$ cat src/anbs_pkg.sv
// Package: shared types and constants for the Annex-B NAL boundary scanner.
`timescale 1ns / 1ps

package anbs_pkg;

  localparam int OFFSET_BITS_DEF = 32;
  localparam int FIELD_BITS      = 32;
  localparam int QUEUE_DEPTH     = 4;
  localparam int QUEUE_CNT_BITS  = $clog2(QUEUE_DEPTH + 1);

  localparam logic [2:0] CODE_SIZE_SHORT = 3'd3;
  localparam logic [2:0] CODE_SIZE_LONG  = 3'd4;
  localparam logic [1:0] ZERO_RUN_MAX    = 2'd3;
  localparam logic [7:0] BYTE_ZERO       = 8'h00;
  localparam logic [7:0] BYTE_ONE        = 8'h01;

  typedef enum logic [1:0] {
    KIND_NAL        = 2'd0,
    KIND_NO_CODE    = 2'd1,
    KIND_EARLY_DATA = 2'd2,
    KIND_EMPTY_NAL  = 2'd3
  } kind_e;

  typedef struct packed {
    logic [7:0] data_byte;
    logic       end_of_stream;
  } in_word_t;

  typedef struct packed {
    kind_e                   result_kind;
    logic [FIELD_BITS-1:0]   unit_number;
    logic [FIELD_BITS-1:0]   start_offset;
    logic [2:0]              start_size;
    logic [FIELD_BITS-1:0]   body_offset;
    logic [FIELD_BITS-1:0]   body_size;
    logic [FIELD_BITS-1:0]   fault_offset;
    logic                    final_result;
  } out_word_t;

  // Results produced by one byte: count (0..2) and the words in order.
  typedef struct packed {
    logic [1:0] cnt;
    out_word_t  word0;
    out_word_t  word1;
  } push_t;

endpackage

$ cat src/anbs_stream_if.sv
// Interface: valid/ready stream channel carrying one word per handshake.
`timescale 1ns / 1ps

interface anbs_stream_if #(
  parameter type word_t = logic
);
  logic  valid;
  logic  ready;
  word_t payload;

  modport source (output valid, output payload, input ready);
  modport sink   (input valid, input payload, output ready);
endinterface

$ cat src/anbs_scanner.sv
// Scanner: input stage register, zero-run tracking and NAL unit bookkeeping.
`timescale 1ns / 1ps

module anbs_scanner import anbs_pkg::*; #(
  parameter int OffsetBits = OFFSET_BITS_DEF
) (
  input  logic     clk_i,
  input  logic     rst_ni,
  input  logic     accept_i,
  input  in_word_t word_i,
  output push_t    push_o
);

  localparam logic [OffsetBits-1:0] OffMax = {OffsetBits{1'b1}};

  // Saturating add of a small amount.
  function automatic logic [OffsetBits-1:0] sat_add(input logic [OffsetBits-1:0] a,
                                                    input logic [2:0] b);
    logic [OffsetBits:0] s;
    s = {1'b0, a} + (OffsetBits+1)'(b);
    return s[OffsetBits] ? OffMax : s[OffsetBits-1:0];
  endfunction

  function automatic logic [FIELD_BITS-1:0] clip(input logic [OffsetBits-1:0] v);
    logic [63:0] x;
    x = 64'(v);
    return (|x[63:32]) ? {FIELD_BITS{1'b1}} : x[31:0];
  endfunction

  function automatic out_word_t err_word(input kind_e kind,
                                         input logic [OffsetBits-1:0] unit,
                                         input logic [OffsetBits-1:0] fault);
    out_word_t w;
    w = '0;
    w.result_kind  = kind;
    w.unit_number  = clip(unit);
    w.fault_offset = clip(fault);
    w.final_result = 1'b1;
    return w;
  endfunction

  // Close the open unit: a unit word, or an empty-unit error without payload.
  function automatic out_word_t close_word(input logic [OffsetBits-1:0] off,
                                           input logic [2:0]            csize,
                                           input logic                  has,
                                           input logic [OffsetBits-1:0] mark,
                                           input logic [OffsetBits-1:0] units,
                                           input logic                  fin);
    out_word_t           w;
    logic [OffsetBits-1:0] body;
    logic [OffsetBits-1:0] len;
    body = sat_add(off, csize);
    len  = (mark > body) ? mark - body : '0;
    if (!has) begin
      w = err_word(KIND_EMPTY_NAL, units, body);
    end else begin
      w = '0;
      w.result_kind  = KIND_NAL;
      w.unit_number  = clip(units);
      w.start_offset = clip(off);
      w.start_size   = csize;
      w.body_offset  = clip(body);
      w.body_size    = clip(len);
      w.final_result = fin;
    end
    return w;
  endfunction

  // Input stage
  logic     stg_valid_q;
  in_word_t stg_word_q;

  // Scan state
  logic [OffsetBits-1:0] pos_q, pos_d;
  logic [1:0]            zrun_q, zrun_d;
  logic                  seen_q, seen_d;
  logic                  ebv_q, ebv_d;
  logic [OffsetBits-1:0] ebp_q, ebp_d;
  logic [OffsetBits-1:0] cur_off_q, cur_off_d;
  logic [2:0]            cur_size_q, cur_size_d;
  logic [OffsetBits-1:0] mark_q, mark_d;
  logic                  has_q, has_d;
  logic [OffsetBits-1:0] units_q, units_d;
  logic                  halt_q, halt_d;

  logic                  is_zero, is_code;
  logic [2:0]            code_size;
  logic [OffsetBits-1:0] code_back;
  logic [OffsetBits-1:0] code_off;
  logic [1:0]            n_res;
  out_word_t             w0, w1, fin_word;

  assign is_zero   = (stg_word_q.data_byte == BYTE_ZERO);
  assign is_code   = (stg_word_q.data_byte == BYTE_ONE) && zrun_q[1];
  assign code_size = (zrun_q == ZERO_RUN_MAX) ? CODE_SIZE_LONG : CODE_SIZE_SHORT;
  assign code_back = OffsetBits'(code_size - 3'd1);
  assign code_off  = (pos_q >= code_back) ? pos_q - code_back : '0;

  always_comb begin
    pos_d      = sat_add(pos_q, 3'd1);
    zrun_d     = zrun_q;
    seen_d     = seen_q;
    ebv_d      = ebv_q;
    ebp_d      = ebp_q;
    cur_off_d  = cur_off_q;
    cur_size_d = cur_size_q;
    mark_d     = mark_q;
    has_d      = has_q;
    units_d    = units_q;
    halt_d     = halt_q;
    n_res      = 2'd0;
    w0         = '0;
    w1         = '0;
    fin_word   = '0;

    if (!halt_q) begin
      if (is_code) begin
        if (!seen_q) begin
          if (ebv_q) begin
            w0     = err_word(KIND_EARLY_DATA, '0, ebp_q);
            n_res  = 2'd1;
            halt_d = 1'b1;
          end else begin
            seen_d = 1'b1;
          end
        end else begin
          w0    = close_word(cur_off_q, cur_size_q, has_q, mark_q, units_q, 1'b0);
          n_res = 2'd1;
          if (!has_q) begin
            halt_d = 1'b1;
          end else if (units_q != OffMax) begin
            units_d = units_q + OffsetBits'(1);
          end
        end
        if (!halt_d) begin
          cur_off_d  = code_off;
          cur_size_d = code_size;
          has_d      = 1'b0;
          mark_d     = '0;
        end
      end else if (!is_zero) begin
        if (!seen_q) begin
          if (!ebv_q) begin
            ebv_d = 1'b1;
            ebp_d = pos_q;
          end
        end else begin
          has_d  = 1'b1;
          mark_d = sat_add(pos_q, 3'd1);
        end
      end
      if (is_zero) begin
        zrun_d = (zrun_q == ZERO_RUN_MAX) ? ZERO_RUN_MAX : zrun_q + 2'd1;
      end else begin
        zrun_d = 2'd0;
      end
    end

    if (stg_word_q.end_of_stream) begin
      if (!halt_d) begin
        if (!seen_d) begin
          fin_word = err_word(KIND_NO_CODE, '0, '0);
        end else begin
          fin_word = close_word(cur_off_d, cur_size_d, has_d, mark_d, units_d, 1'b1);
        end
        if (n_res == 2'd0) begin
          w0 = fin_word;
        end else begin
          w1 = fin_word;
        end
        n_res = n_res + 2'd1;
      end
      // Stream done: back to the reset state.
      pos_d      = '0;
      zrun_d     = 2'd0;
      seen_d     = 1'b0;
      ebv_d      = 1'b0;
      ebp_d      = '0;
      cur_off_d  = '0;
      cur_size_d = CODE_SIZE_SHORT;
      mark_d     = '0;
      has_d      = 1'b0;
      units_d    = '0;
      halt_d     = 1'b0;
    end
  end

  always_comb begin
    push_o.cnt   = stg_valid_q ? n_res : 2'd0;
    push_o.word0 = w0;
    push_o.word1 = w1;
  end

  always_ff @(posedge clk_i or negedge rst_ni) begin
    if (!rst_ni) begin
      stg_valid_q <= 1'b0;
    end else begin
      stg_valid_q <= accept_i;
    end
  end

  always_ff @(posedge clk_i) begin
    if (accept_i) begin
      stg_word_q <= word_i;
    end
  end

  always_ff @(posedge clk_i or negedge rst_ni) begin
    if (!rst_ni) begin
      pos_q      <= '0;
      zrun_q     <= 2'd0;
      seen_q     <= 1'b0;
      ebv_q      <= 1'b0;
      ebp_q      <= '0;
      cur_off_q  <= '0;
      cur_size_q <= CODE_SIZE_SHORT;
      mark_q     <= '0;
      has_q      <= 1'b0;
      units_q    <= '0;
      halt_q     <= 1'b0;
    end else if (stg_valid_q) begin
      pos_q      <= pos_d;
      zrun_q     <= zrun_d;
      seen_q     <= seen_d;
      ebv_q      <= ebv_d;
      ebp_q      <= ebp_d;
      cur_off_q  <= cur_off_d;
      cur_size_q <= cur_size_d;
      mark_q     <= mark_d;
      has_q      <= has_d;
      units_q    <= units_d;
      halt_q     <= halt_d;
    end
  end

endmodule

$ cat src/anbs_result_queue.sv
// Result queue: small shift queue taking up to two words and giving one per cycle while popped.
`timescale 1ns / 1ps

module anbs_result_queue import anbs_pkg::*; (
  input  logic                      clk_i,
  input  logic                      rst_ni,
  input  push_t                     push_i,
  input  logic                      pop_i,
  output out_word_t                 head_o,
  output logic [QUEUE_CNT_BITS-1:0] count_o
);

  out_word_t                 ent_q [QUEUE_DEPTH];
  out_word_t                 ent_d [QUEUE_DEPTH];
  logic [QUEUE_CNT_BITS-1:0] cnt_q, cnt_d, cnt_mid;

  always_comb begin
    ent_d   = ent_q;
    cnt_mid = cnt_q;
    if (pop_i) begin
      for (int i = 0; i < QUEUE_DEPTH - 1; i++) begin
        ent_d[i] = ent_q[i+1];
      end
      cnt_mid = cnt_q - QUEUE_CNT_BITS'(1);
    end
    for (int i = 0; i < QUEUE_DEPTH; i++) begin
      if (push_i.cnt != 2'd0 && QUEUE_CNT_BITS'(i) == cnt_mid) begin
        ent_d[i] = push_i.word0;
      end
      if (push_i.cnt == 2'd2 && QUEUE_CNT_BITS'(i) == cnt_mid + QUEUE_CNT_BITS'(1)) begin
        ent_d[i] = push_i.word1;
      end
    end
    cnt_d = cnt_mid + QUEUE_CNT_BITS'(push_i.cnt);
  end

  always_ff @(posedge clk_i or negedge rst_ni) begin
    if (!rst_ni) begin
      cnt_q <= '0;
    end else begin
      cnt_q <= cnt_d;
    end
  end

  always_ff @(posedge clk_i) begin
    ent_q <= ent_d;
  end

  assign head_o  = ent_q[0];
  assign count_o = cnt_q;

endmodule

$ cat src/annex_b_nal_boundary_scanner.sv
// Top level: Annex-B NAL unit boundary scanner, byte stream in, unit records out.
//
//   channel | dir | word        | fields
//   --------+-----+-------------+------------------------------------------------
//   in_i    | in  | in_word_t   | data_byte, end_of_stream
//   out_o   | out | out_word_t  | result_kind, unit_number, start_offset,
//           |     |             | start_size, body_offset, body_size,
//           |     |             | fault_offset, final_result
//
// One byte per cycle sustained. A byte is registered at acceptance, scanned in
// the next cycle and its words (0, 1 or 2) land in a 4-word result queue, so the
// first word passes the stage register and then the queue before it can leave.
// Input ready comes from registers only: queue fill plus the words of the byte
// in the stage must leave room for two more. A stalled output fills the queue
// and then holds off input; a byte that makes two words costs one extra output
// handshake. Reset is asynchronous and clears the scan state, stage and queue.
`timescale 1ns / 1ps

module annex_b_nal_boundary_scanner import anbs_pkg::*; #(
  parameter int OffsetBits = OFFSET_BITS_DEF
) (
  input  logic         clk_i,
  input  logic         rst_ni,
  anbs_stream_if.sink   in_i,
  anbs_stream_if.source out_o
);

  push_t                     push;
  logic                      accept;
  logic                      pop;
  logic [QUEUE_CNT_BITS-1:0] q_count;
  logic [QUEUE_CNT_BITS-1:0] committed;

  // Words already queued plus words about to be pushed by the staged byte.
  assign committed = q_count + QUEUE_CNT_BITS'(push.cnt);
  assign in_i.ready = (committed <= QUEUE_CNT_BITS'(QUEUE_DEPTH - 2));
  assign accept     = in_i.valid && in_i.ready;

  anbs_scanner #(
    .OffsetBits(OffsetBits)
  ) u_scanner (
    .clk_i   (clk_i),
    .rst_ni  (rst_ni),
    .accept_i(accept),
    .word_i  (in_i.payload),
    .push_o  (push)
  );

  assign out_o.valid = (q_count != '0);
  assign pop         = out_o.valid && out_o.ready;

  anbs_result_queue u_queue (
    .clk_i  (clk_i),
    .rst_ni (rst_ni),
    .push_i (push),
    .pop_i  (pop),
    .head_o (out_o.payload),
    .count_o(q_count)
  );

endmodule
$ cat src/flat_wrapper.sv
// flat-port wrapper written by rule: the top's interface ports become plain ports
module annex_b_nal_boundary_scanner_flat import anbs_pkg::*;
#(
  parameter int OffsetBits = OFFSET_BITS_DEF
)
  (clk_i, rst_ni, in_i_valid, in_i_payload, in_i_ready, out_o_valid, out_o_payload, out_o_ready);
  anbs_stream_if in_i_i ();
  anbs_stream_if out_o_i ();
  input  logic clk_i;
  input  logic rst_ni;
  input wire logic [$bits(in_i_i.valid)-1:0] in_i_valid;
  input wire logic [$bits(in_i_i.payload)-1:0] in_i_payload;
  output wire logic [$bits(in_i_i.ready)-1:0] in_i_ready;
  output wire logic [$bits(out_o_i.valid)-1:0] out_o_valid;
  output wire logic [$bits(out_o_i.payload)-1:0] out_o_payload;
  input wire logic [$bits(out_o_i.ready)-1:0] out_o_ready;
  assign in_i_i.valid = in_i_valid;
  assign in_i_i.payload = in_i_payload;
  assign in_i_ready = in_i_i.ready;
  assign out_o_valid = out_o_i.valid;
  assign out_o_payload = out_o_i.payload;
  assign out_o_i.ready = out_o_ready;
  annex_b_nal_boundary_scanner #(.OffsetBits(OffsetBits)) u_core (.clk_i(clk_i), .rst_ni(rst_ni), .in_i(in_i_i), .out_o(out_o_i));
endmodule
$ cat config.mk
export PLATFORM = sky130hd
export DESIGN_NAME = annex_b_nal_boundary_scanner_flat
export DESIGN_NICKNAME = d
export VERILOG_FILES = /design/src/anbs_pkg.sv /design/src/anbs_stream_if.sv /design/src/anbs_scanner.sv /design/src/anbs_result_queue.sv /design/src/annex_b_nal_boundary_scanner.sv /design/src/flat_wrapper.sv
export SDC_FILE = /design/constraint.sdc
export NUM_CORES = 1
export LEC_CHECK = 0
export BUFFER_PORTS_ARGS = -buffer_cell sky130_fd_sc_hd__buf_4
export CAP_MARGIN = 25
export CORE_UTILIZATION = 43
export DETAILED_ROUTE_END_ITERATION = 10
export PLACE_DENSITY = 0.61
export SYNTH_ARGS = -nofsm -noshare
export SYNTH_HDL_FRONTEND = slang
export SYNTH_SLANG_ARGS = --single-unit
$ cat constraint.sdc
create_clock -name clk_i -period 6.8 [get_ports clk_i]
set_input_delay 0.68 -clock clk_i [delete_from_list [all_inputs] [get_ports clk_i]]
set_output_delay 0.68 -clock clk_i [all_outputs]
set_load 0.01 [all_outputs]
; Yosys cells after proc, flatten, opt, wreduce, memory -nomap -nowiden
; Cells that the tools add are included.
[totals]
word_cells = 78
ff_bits = 376
out_inout_bits = 3
[classes]
reduce_logical = 19
magnitude_cmp = 2
mux = 19
n_addsub = 6
eq_ne = 7
[op_table]
columns = operator, count
row1 = 166-bit two-way mux, 3
row2 = 165-bit two-way mux, 3
row3 = 333-bit two-way mux, 1
row4 = 32-bit two-way mux, 3
row5 = 32-bit by 3-bit adder with 33-bit output, 1
row6 = 32-bit greater-than comparator, 1
row7 = 32-bit subtractor, 1
row8 = 2-bit by 3-bit == test with 1-bit output (first input constant), 4
row9 = 3-bit nonzero test, 4
row10 = 1-bit logical AND, 10
row11 = 3-bit by 2-bit adder with 3-bit output, 2
row12 = 1-bit by 3-bit == test with 1-bit output (first input constant), 2
row13 = 3-bit zero test, 2
row14 = 1-bit two-way mux, 6
row15 = 3-bit two-way mux, 2
row16 = 2-bit nonzero test, 2
row17 = 3-bit by 1-bit adder with 3-bit output (second input constant), 1
row18 = 3-bit by 2-bit less-or-equal comparator with 1-bit output (second input constant), 1
row19 = 3-bit by 1-bit subtractor with 3-bit output (second input constant), 1
row20 = 2-bit == test (second input constant), 1
row21 = 2-bit two-way mux, 1
row22 = 2-bit AND reduction, 1

; Longest topological paths before layout
; Gate-level depths: netlist of run 1.
[logic_depth]
word_depth = 8
depth_mapped = 11

; Hierarchy
; A second synthesis of run 1 with hierarchy kept.
[unflattened]
cells_unflattened = 5737
area_unflattened_um2 = 53879.2
[modules_own_cells]
columns = module, n_inst, cells_per_inst, area_each_um2, seq_area_each_um2
row1 = anbs_result_queue, 1, 3360, 35871.9, 20014.2
row2 = anbs_scanner, 1, 2365, 17913.4, 4526.8
row3 = annex_b_nal_boundary_scanner, 1, 12, 93.8, 0.0

; Worst setup path after synthesis of run 1
; Ideal clock, no wire load.
[synth_path]
path_type = reg-to-reg
from = reg u_core.u_queue.cnt_q[0] (netlist: u_core.u_queue.count_o[0])
to = reg u_core.u_queue.cnt_q[2] (netlist: u_core.u_queue.count_o[2])
slack_ns = 4.643
t_arrival_ns = 2.028
path_stages_with_launch = 12
synth_period_minus_slack_ns = 2.157
t_required_ns = 6.672
n_path_buf = 0
cell_sequence = dfrtp_1 > inv_1 > ha_1 > nor2b_2 > inv_2 > and2_4 > xnor2_1 > ha_1 > nor2b_1 > xnor2_1 > mux2i_1 > xor2_1
[synth_between]
elab_chain_cells = 4
word_cells_on_any_way = 5
[synth_rtl]
columns = element, line_no
row1 = from (decl), anbs_result_queue.sv:15  ; logic [QUEUE_CNT_BITS-1:0] cnt_q, cnt_d, cnt_mid;
row2 = from (signal assigned), anbs_result_queue.sv:41  ; cnt_q <= cnt_d;
row3 = 3-bit nonzero test, annex_b_nal_boundary_scanner.sv:49  ; assign out_o.valid = (q_count != '0);
row4 = net out_o_valid, flat_wrapper.sv:14  ; output wire logic [$bits(out_o_i.valid)-1:0] out_o_valid;
row5 = 1-bit logical AND, annex_b_nal_boundary_scanner.sv:50  ; assign pop = out_o.valid && out_o.ready;
row6 = 3-bit two-way mux, anbs_result_queue.sv:20  ; if (pop_i) begin
row7 = 3-bit by 2-bit adder with 3-bit output, anbs_result_queue.sv:34  ; cnt_d = cnt_mid + QUEUE_CNT_BITS'(push_i.cnt);
row8 = net u_core.u_queue.cnt_d[2], anbs_result_queue.sv:15
; The timed path passes the listed nets, and every way through them passes these cells.
; A chain may end at the register's enable or synchronous reset.

; Worst setup path after layout of run 1
[layout_path]
from = reg u_core.u_queue.cnt_q[0] (netlist: u_core.u_queue.count_o[0])
to = reg u_core.u_queue.cnt_q[2] (netlist: u_core.u_queue.count_o[2])
[layout_between]
elab_chain_cells = 4
word_cells_on_any_way = 5
[layout_rtl]
columns = element, line_no
row1 = "parallel branches: the longest is 2 deep, another holds 3-bit by 1-bit subtractor with 3-bit output", --
row2 = 3-bit two-way mux (*), anbs_result_queue.sv:20
row3 = 3-bit by 2-bit adder with 3-bit output (*), anbs_result_queue.sv:34
row4 = net u_core.u_queue.cnt_d[2], anbs_result_queue.sv:15
; Mark *: on every way through the listed nets, which the timed path passes.

==> results of run 1 <==
## layout make-up
cell class                 instances  area share (%)
clock buffer                       4            3.92
multi-input combinational         42            46.6
tap                               14            2.61
sequential                         9            37.3
inverter                           3            1.68
timing repair buffer               7            7.84
## cells in the mapped netlist
cell       instances
mux2i_1            2
inv_1              2
a31oi_1            1
o22a_1             1
a21oi_1            3
ha_1               5
o21bai_1           2
dfrtp_1            4
xor2_1             2
nor2b_2            1
nor2_1             3
a2bb2oi_1          1
inv_2              1
and2_4             1
nand2_1            4
nor2b_1            1
xnor2_1            3
and2_1             2
edfxtp_1           5
nand2_2            1
nand3_1            2
nand2_4            1
o21bai_2           1
o21ai_0            1
o31ai_1            2
nand2b_1           1
nor3_1             1
## logic make-up after synthesis
logic type | Yosys count
simple gates | 18
compound gates | 12
buf+inv | 3
xor+xnor | 5
flops | 9
mux | 2
fa+ha+maj | 5
## registers in the layout, indices dropped and copies added, names as in the netlist
| register | count |
|---|---|
| u_core.u_queue.count_o | 3 |
| u_core.u_queue.head_o | 1 |
| u_core.u_scanner.stg_word_q | 1 |
| u_core.u_queue.ent_q | 3 |
| u_core.u_scanner.stg_valid_q | 1 |
## per-stage QoR
stage               power (mW)  util, %  area [um2]  instances  hold WS (ps)
detailed placement       0.255     55.0         644         75           431
global placement         0.257     55.0         644         75           424
CTS                      0.300     57.3         671         79           183
global route             0.324     57.3         671         79           183
floorplan                0.214        -         574         54           384
finish                   0.298     57.3         671         79           187
## critical path: cells and delay by family, from the launching register on
kind	cells	cell delay (ps)
muxes	1	100
buffers and inverters	2	290
and+or+nand+nor	3	530
DFF	1	460
adders and majority gates	2	430
xor gates and xnor gates	3	460
## where the power goes
group / switching (mW) / internal, mW / total [mW]
Combinational: 0.0819 / 0.0727 / 0.155
Clock: 0.0207 / 0.0227 / 0.0434
Sequential: 0.0201 / 0.0800 / 0.100
## cell usage in the layout, fill, tap and decap left out, types with 3 or more instances in the layout
| cell type | Yosys | layout |
|---|---|---|
| buf_4 | 0 | 7 |
| ha_1 | 5 | 5 |
| edfxtp_1 | 5 | 5 |
| nand2_1 | 4 | 4 |
| dfrtp_1 | 4 | 4 |
| xnor2_1 | 3 | 3 |
| nor2_1 | 3 | 3 |
| a21oi_1 | 3 | 3 |
| clkbuf_4 | 0 | 3 |
## layer usage
metal,global-route usage [%],wire [um]
met5,0,0
met4,12.9,21
met3,5.23,35
met2,24.2,389
met1,19.2,482
## final timing paths
path	to	slack, ps	depth (start not counted)	startpoint
setup / recovery	u_core.u_queue.count_o[2]	4400	11	u_core.u_queue.count_o[0]
hold reg to reg	u_core.u_queue.ent_q[0]	440	0	u_core.u_scanner.stg_word_q[0]
max in group asynchronous	u_core.u_scanner.stg_valid_q	6500	1	rst_ni
min in group clk_i	u_core.u_queue.ent_q[0]	440	0	u_core.u_scanner.stg_word_q[0]
hold / removal	u_core.u_queue.count_o[2]	190	1	rst_ni
setup reg to reg	u_core.u_queue.count_o[2]	4400	11	u_core.u_queue.count_o[0]
==> flow_summary.json, run 1 <==
{
  "tightest_slew_ps": 240,
  "hold_viol": 0,
  "drtIter0Drc": 11,
  "cts_num_sinks": 9,
  "yosysUniqueCellTypes": 27,
  "synthToLayoutAreaGrowth_pct": 16.8,
  "pre_cts_slack_ps": 4450,
  "period_share_pct": 35.3,
  "synth_cells": 54,
  "ys_seq_area_share_pct": 43.6,
  "drt-vias-per-instance": 5.13,
  "antenna_found_initial": 0,
  "fmax_mhz": 416,
  "synth_compound_area_share_pct": 14.8,
  "post-synth-top-area-cell": "edfxtp_1",
  "worst_slack_ps": 4400,
  "cts_max_level": 1,
  "crit_slowest_cell": "dfrtp_1",
  "cp_max_fo": 8,
  "min_path_type": "in -> async",
  "multi_input_area_um2": 313,
  "synth-simple-area-share_pct": 17.6,
  "slowest_delay_ps": 460,
  "avgSynthCellArea_um2": 10.6,
  "clk_latency_ps": 270,
  "clk_pin_slew_ps": 70,
  "grt_pass1_wl_um": 1550,
  "clock_path_buffers": 2,
  "critPathCaptureType": "flip-flop",
  "core_area_um2": 1170,
  "synthXorXnorAreaFrac_pct": 7.63,
  "netlist_area_um2": 574,
  "drive_above_1_share_pct": 24.6,
  "n_fill_cell": 112,
  "drv_slew": 0,
  "vdd_ir_drop_max_uv": 208,
  "cts_tree": "yes",
  "postRouteAntennaNets": 0,
  "die_h_um": 38.5,
  "synth_fa_ha_area_share_pct": 10.9,
  "vias": 405,
  "setup_violations": 0,
  "finalWeightedCongestion": 0.767,
  "postCtsHoldBufs": 0,
  "fin_crit_ps": 2400,
  "cts_inserted_buffers": 3,
  "cts_resized": 0,
  "drt-pass1-iter-count": 4,
  "post-route-drc-count": 0,
  "rsz0062_at_grt": "false",
  "rows": 12,
  "worstSetupStartpointType": "flip-flop",
  "antennaDiodeCount": 0,
  "grt_pass1_vias": 390,
  "dieArea_um2": 1490,
  "muxShareOfSynthArea_pct": 3.49,
  "post_cts_buffers": 0,
  "powerDensity_nw_per_um2": 444,
  "overflow": 0,
  "root_buffer": "clkbuf_4",
  "power_leakage_nw": 0.292,
  "cp.arrival_ps": 2560,
  "status": "finished clean",
  "synth_top_family_by_area": "simple AND/OR/NAND/NOR gates",
  "crit_type": "reg -> reg",
  "die_w_um": 38.5,
  "crit_path_cell_trace": "inv_1 -> ha_1 -> nor2b_2 -> inv_2 -> and2_4 -> xnor2_1 -> ha_1 -> nor2b_1 -> xnor2_1 -> mux2i_1 -> xor2_1",
  "slew_headroom_pct": 83.8,
  "port_buffers": 7,
  "synth_fp_nets": 64,
  "grt_use_total_pct": 16.4,
  "routed_wl_um": 930,
  "synth.top_cell.area_share_pct": 26.1,
  "grt_max_degree": 9,
  "fin_nets": 76,
  "tns_ps": 0,
  "drt-wirelength-per-cell_um": 11.8,
  "synthTopCellsByArea": "edfxtp_1 (26%), dfrtp_1 (17%), ha_1 (11%)",
  "io_pins": 8,
  "start_util_pct": 49.0,
  "drv_cap": 0,
  "seqCellArea_um2": 250,
  "dp_hpwl_um": 688,
  "critPathRequiredTime_ps": 6960,
  "skew_ps": 9.55,
  "ys_ff_latch": 9,
  "synth_warnings": 0
}
(Power assumes the default switching activity.)
==> run 2: changes to the inputs <==
--- a/config.mk
+++ b/config.mk
@@ -5,6 +5,7 @@
 export SDC_FILE = /design/constraint.sdc
 export NUM_CORES = 1
 export LEC_CHECK = 0
+export ABC_AREA = 1
 export BUFFER_PORTS_ARGS = -buffer_cell sky130_fd_sc_hd__buf_4
 export CAP_MARGIN = 25
 export CORE_UTILIZATION = 43
==> constraint.sdc (replaced) <==
create_clock -name clk_i -period 2.5 [get_ports clk_i]
set_input_delay 0.25 -clock clk_i [delete_from_list [all_inputs] [get_ports clk_i]]
set_output_delay 0.25 -clock clk_i [all_outputs]
set_load 0.01 [all_outputs]
==> flow_summary.json, run 2 <==
{
  "cts_tree": "yes",
  "crit_type": "reg -> out",
  "antenna_found_initial": 0,
  "pwr-share-clk_pct": 15.2,
  "postRouteAntennaNets": 0,
  "worst_hold_slack_ps": 174,
  "grt_pass1_vias": 470,
  "cp_max_fo": 3,
  "netlist_area_um2": 558,
  "synth_cells": 63,
  "cts_inserted_buffers": 3,
  "ys_ff_latch": 9,
  "power_leakage_nw": 0.358,
  "stdcell_count": 89,
  "core_area_um2": 1160,
  "pwr-share-seq_pct": 33.2,
  "status": "finished clean",
  "drv_cap": 0,
  "grt_use_total_pct": 18.9,
  "synth-main-ff-cell": "edfxtp_1",
  "fmax_mhz": 501,
  "drt-pass1-iter-count": 2,
  "fin_crit_ps": 2000,
  "cts_resized": 0,
  "drt-wirelength-per-cell_um": 10.2,
  "postCtsHoldBufs": 1,
  "tns_ps": 0,
  "fin_total_pwr_mw": 0.733,
  "overflow": 0,
  "tightest_slew_ps": 186,
  "vdd_ir_drop_max_uv": 594,
  "fin_nets": 86,
  "skew_ps": 9.76,
  "grt_max_degree": 9,
  "hold_viol": 0,
  "min_path_type": "in -> reg",
  "dp_cells": 84,
  "die_h_um": 38.0,
  "worstSetupStartpointType": "flip-flop",
  "clk_latency_ps": 260,
  "synth_warnings": 0,
  "finalWeightedCongestion": 0.733,
  "start_util_pct": 48.3,
  "drive_above_1_share_pct": 24.0,
  "crit_top_cell": "ha_1",
  "power_switching_share_pct": 43.0,
  "yosys-top-cells-count": "nand2_1 (20), nand3_1 (8), inv_1 (7)",
  "antennaDiodeCount": 0,
  "port_buffers": 7,
  "io_pins": 8,
  "synth_edf_count": 5,
  "period_share_pct": 79.9,
  "dp_hpwl_um": 784,
  "p_sw_mw": 0.315,
  "vias": 442,
  "clock_path_buffers": 2,
  "post_cts_buffers": 0,
  "routed_wl_um": 910,
  "mostFrequentLayoutCells": "nand2_1 (20), nand3_1 (8), inv_1 (7), buf_4 (7)",
  "layout_commonest_cell": "nand2_1",
  "combPwrFrac_pct": 51.6,
  "rsz0062_at_grt": "false",
  "powerDensity_nw_per_um2": 1100,
  "cts_num_sinks": 9,
  "synth_fp_nets": 73,
  "grt_pass1_wl_um": 1840,
  "dieArea_um2": 1450,
  "drt-vias-per-instance": 4.97,
  "yosysUniqueCellTypes": 16,
  "synthArstFlopShare_pct": 44.4,
  "rows": 12,
  "synthToLayoutAreaGrowth_pct": 19.1,
  "crit_path_cell_trace": "nand2_1 -> inv_1 -> ha_1 -> ha_1 -> xor2_1 -> a21oi_1 -> buf_4",
  "ys_seq_area_share_pct": 44.8,
  "yosysMostFrequentCell": "nand2_1",
  "clk_pin_slew_ps": 60,
  "post-route-drc-count": 0,
  "critPathCaptureType": "output port",
  "die_w_um": 38.0,
  "cp.arrival_ps": 1750,
  "cts_max_level": 1,
  "crit_slowest_cell": "edfxtp_1",
  "slowest_delay_ps": 380,
  "intPower_mw": 0.418,
  "avgSynthCellArea_um2": 8.86,
  "drtIter0Drc": 3,
  "root_buffer": "clkbuf_4",
  "setup_violations": 0,
  "drv_slew": 0,
  "utilization_pct": 57.5,
  "synth.top_cell.area_share_pct": 26.9,
  "slew_headroom_pct": 87.6,
  "post-synth-top-area-cell": "edfxtp_1",
  "synthTopCellsByArea": "edfxtp_1 (27%), dfrtp_1 (18%), nand2_1 (13%)",
  "critPathRequiredTime_ps": 2250
}
==> run 2: changes by cell type after synthesis, sizes merged, moves of 2 or more <==
cell    delta
nor2b      -2
nand3      +6
nand2     +18
a21oi      -2
inv        +6
and2       -2
mux2i      -2
xnor2      -3
o31ai      -2
o21bai     -3
==> run 2: power groups by stage <==
stage | combinational (mW) | sequential [mW] | clock [mW]
floorplan | 0.286 | 0.242 | 0
global placement | 0.370 | 0.246 | 0
detailed placement | 0.383 | 0.248 | 0
CTS | 0.385 | 0.244 | 0.116
global route | 0.444 | 0.250 | 0.121
finish | 0.378 | 0.244 | 0.111
==> run 2: final timing paths <==
check                      slack, ps  cells past startpoint                        endpoint                            from
max                              500                      7                      in_i_ready  u_core.u_scanner.stg_word_q[0]
min                              170                      1  u_core.u_scanner.stg_word_q[0]                    in_i_payload
max reg2reg                      680                      7  u_core.u_scanner.stg_word_q[0]  u_core.u_scanner.stg_word_q[0]
min reg2reg                      450                      0         u_core.u_queue.ent_q[0]  u_core.u_scanner.stg_word_q[0]
max in group asynchronous       2080                      2    u_core.u_scanner.stg_valid_q                          rst_ni
min in group asynchronous        310                      2       u_core.u_queue.count_o[0]                          rst_ni
==> run 2: logic make-up (layout without fill, tap and decap cells) <==
kind of cell | count (synthesis) | in the layout | synth area share (%)
and+or+nand+nor | 37 | 37 | 33.9
DFF | 9 | 9 | 44.8
buffers and inverters | 9 | 21 | 6.06
adders and majority gates | 5 | 5 | 11.2
xor gates and xnor gates | 2 | 2 | 3.14
AOI/OAI and AO/OA | 1 | 1 | 0.896
==> run 2: critical path, delay by kind of cell, from the launching register on <==
family	cells	cell delay [ps]
AND/OR/NAND/NOR	1	170
AO/OA/AOI/OAI	1	160
buffers and inverters	2	240
adder cells (fa/ha/maj)	2	410
XOR/XNOR	1	140
flip-flops	1	380
==> run 2: area by class of cell <==
class	instances	area (um2)
Sequential cell	9	250
Fill cell	110	492
Tap cell	14	17.5
Inverter	9	33.8
Timing Repair Buffer	8	62.6
Multi-Input combinational cell	45	274
Clock buffer	4	26.3
==> run 2: per-layer routing <==
layer / vias up / GRT usage, % / share of wire, %
met1: 206 / 21.1 / 44
met3: 2 / 5.23 / 3.0
met4: 0 / 8.04 / 0.88
met2: 7 / 33.1 / 52
met5: - / 0 / 0
li1: 227 / - / -
==> run 2: through the flow <==
step                      setup WS (ps)  cell area (um2)
after floorplan                     683              558
after global placement              742              628
after detailed placement            670              628
after CTS                           469              664
after global routing                394              664
final                               504              664
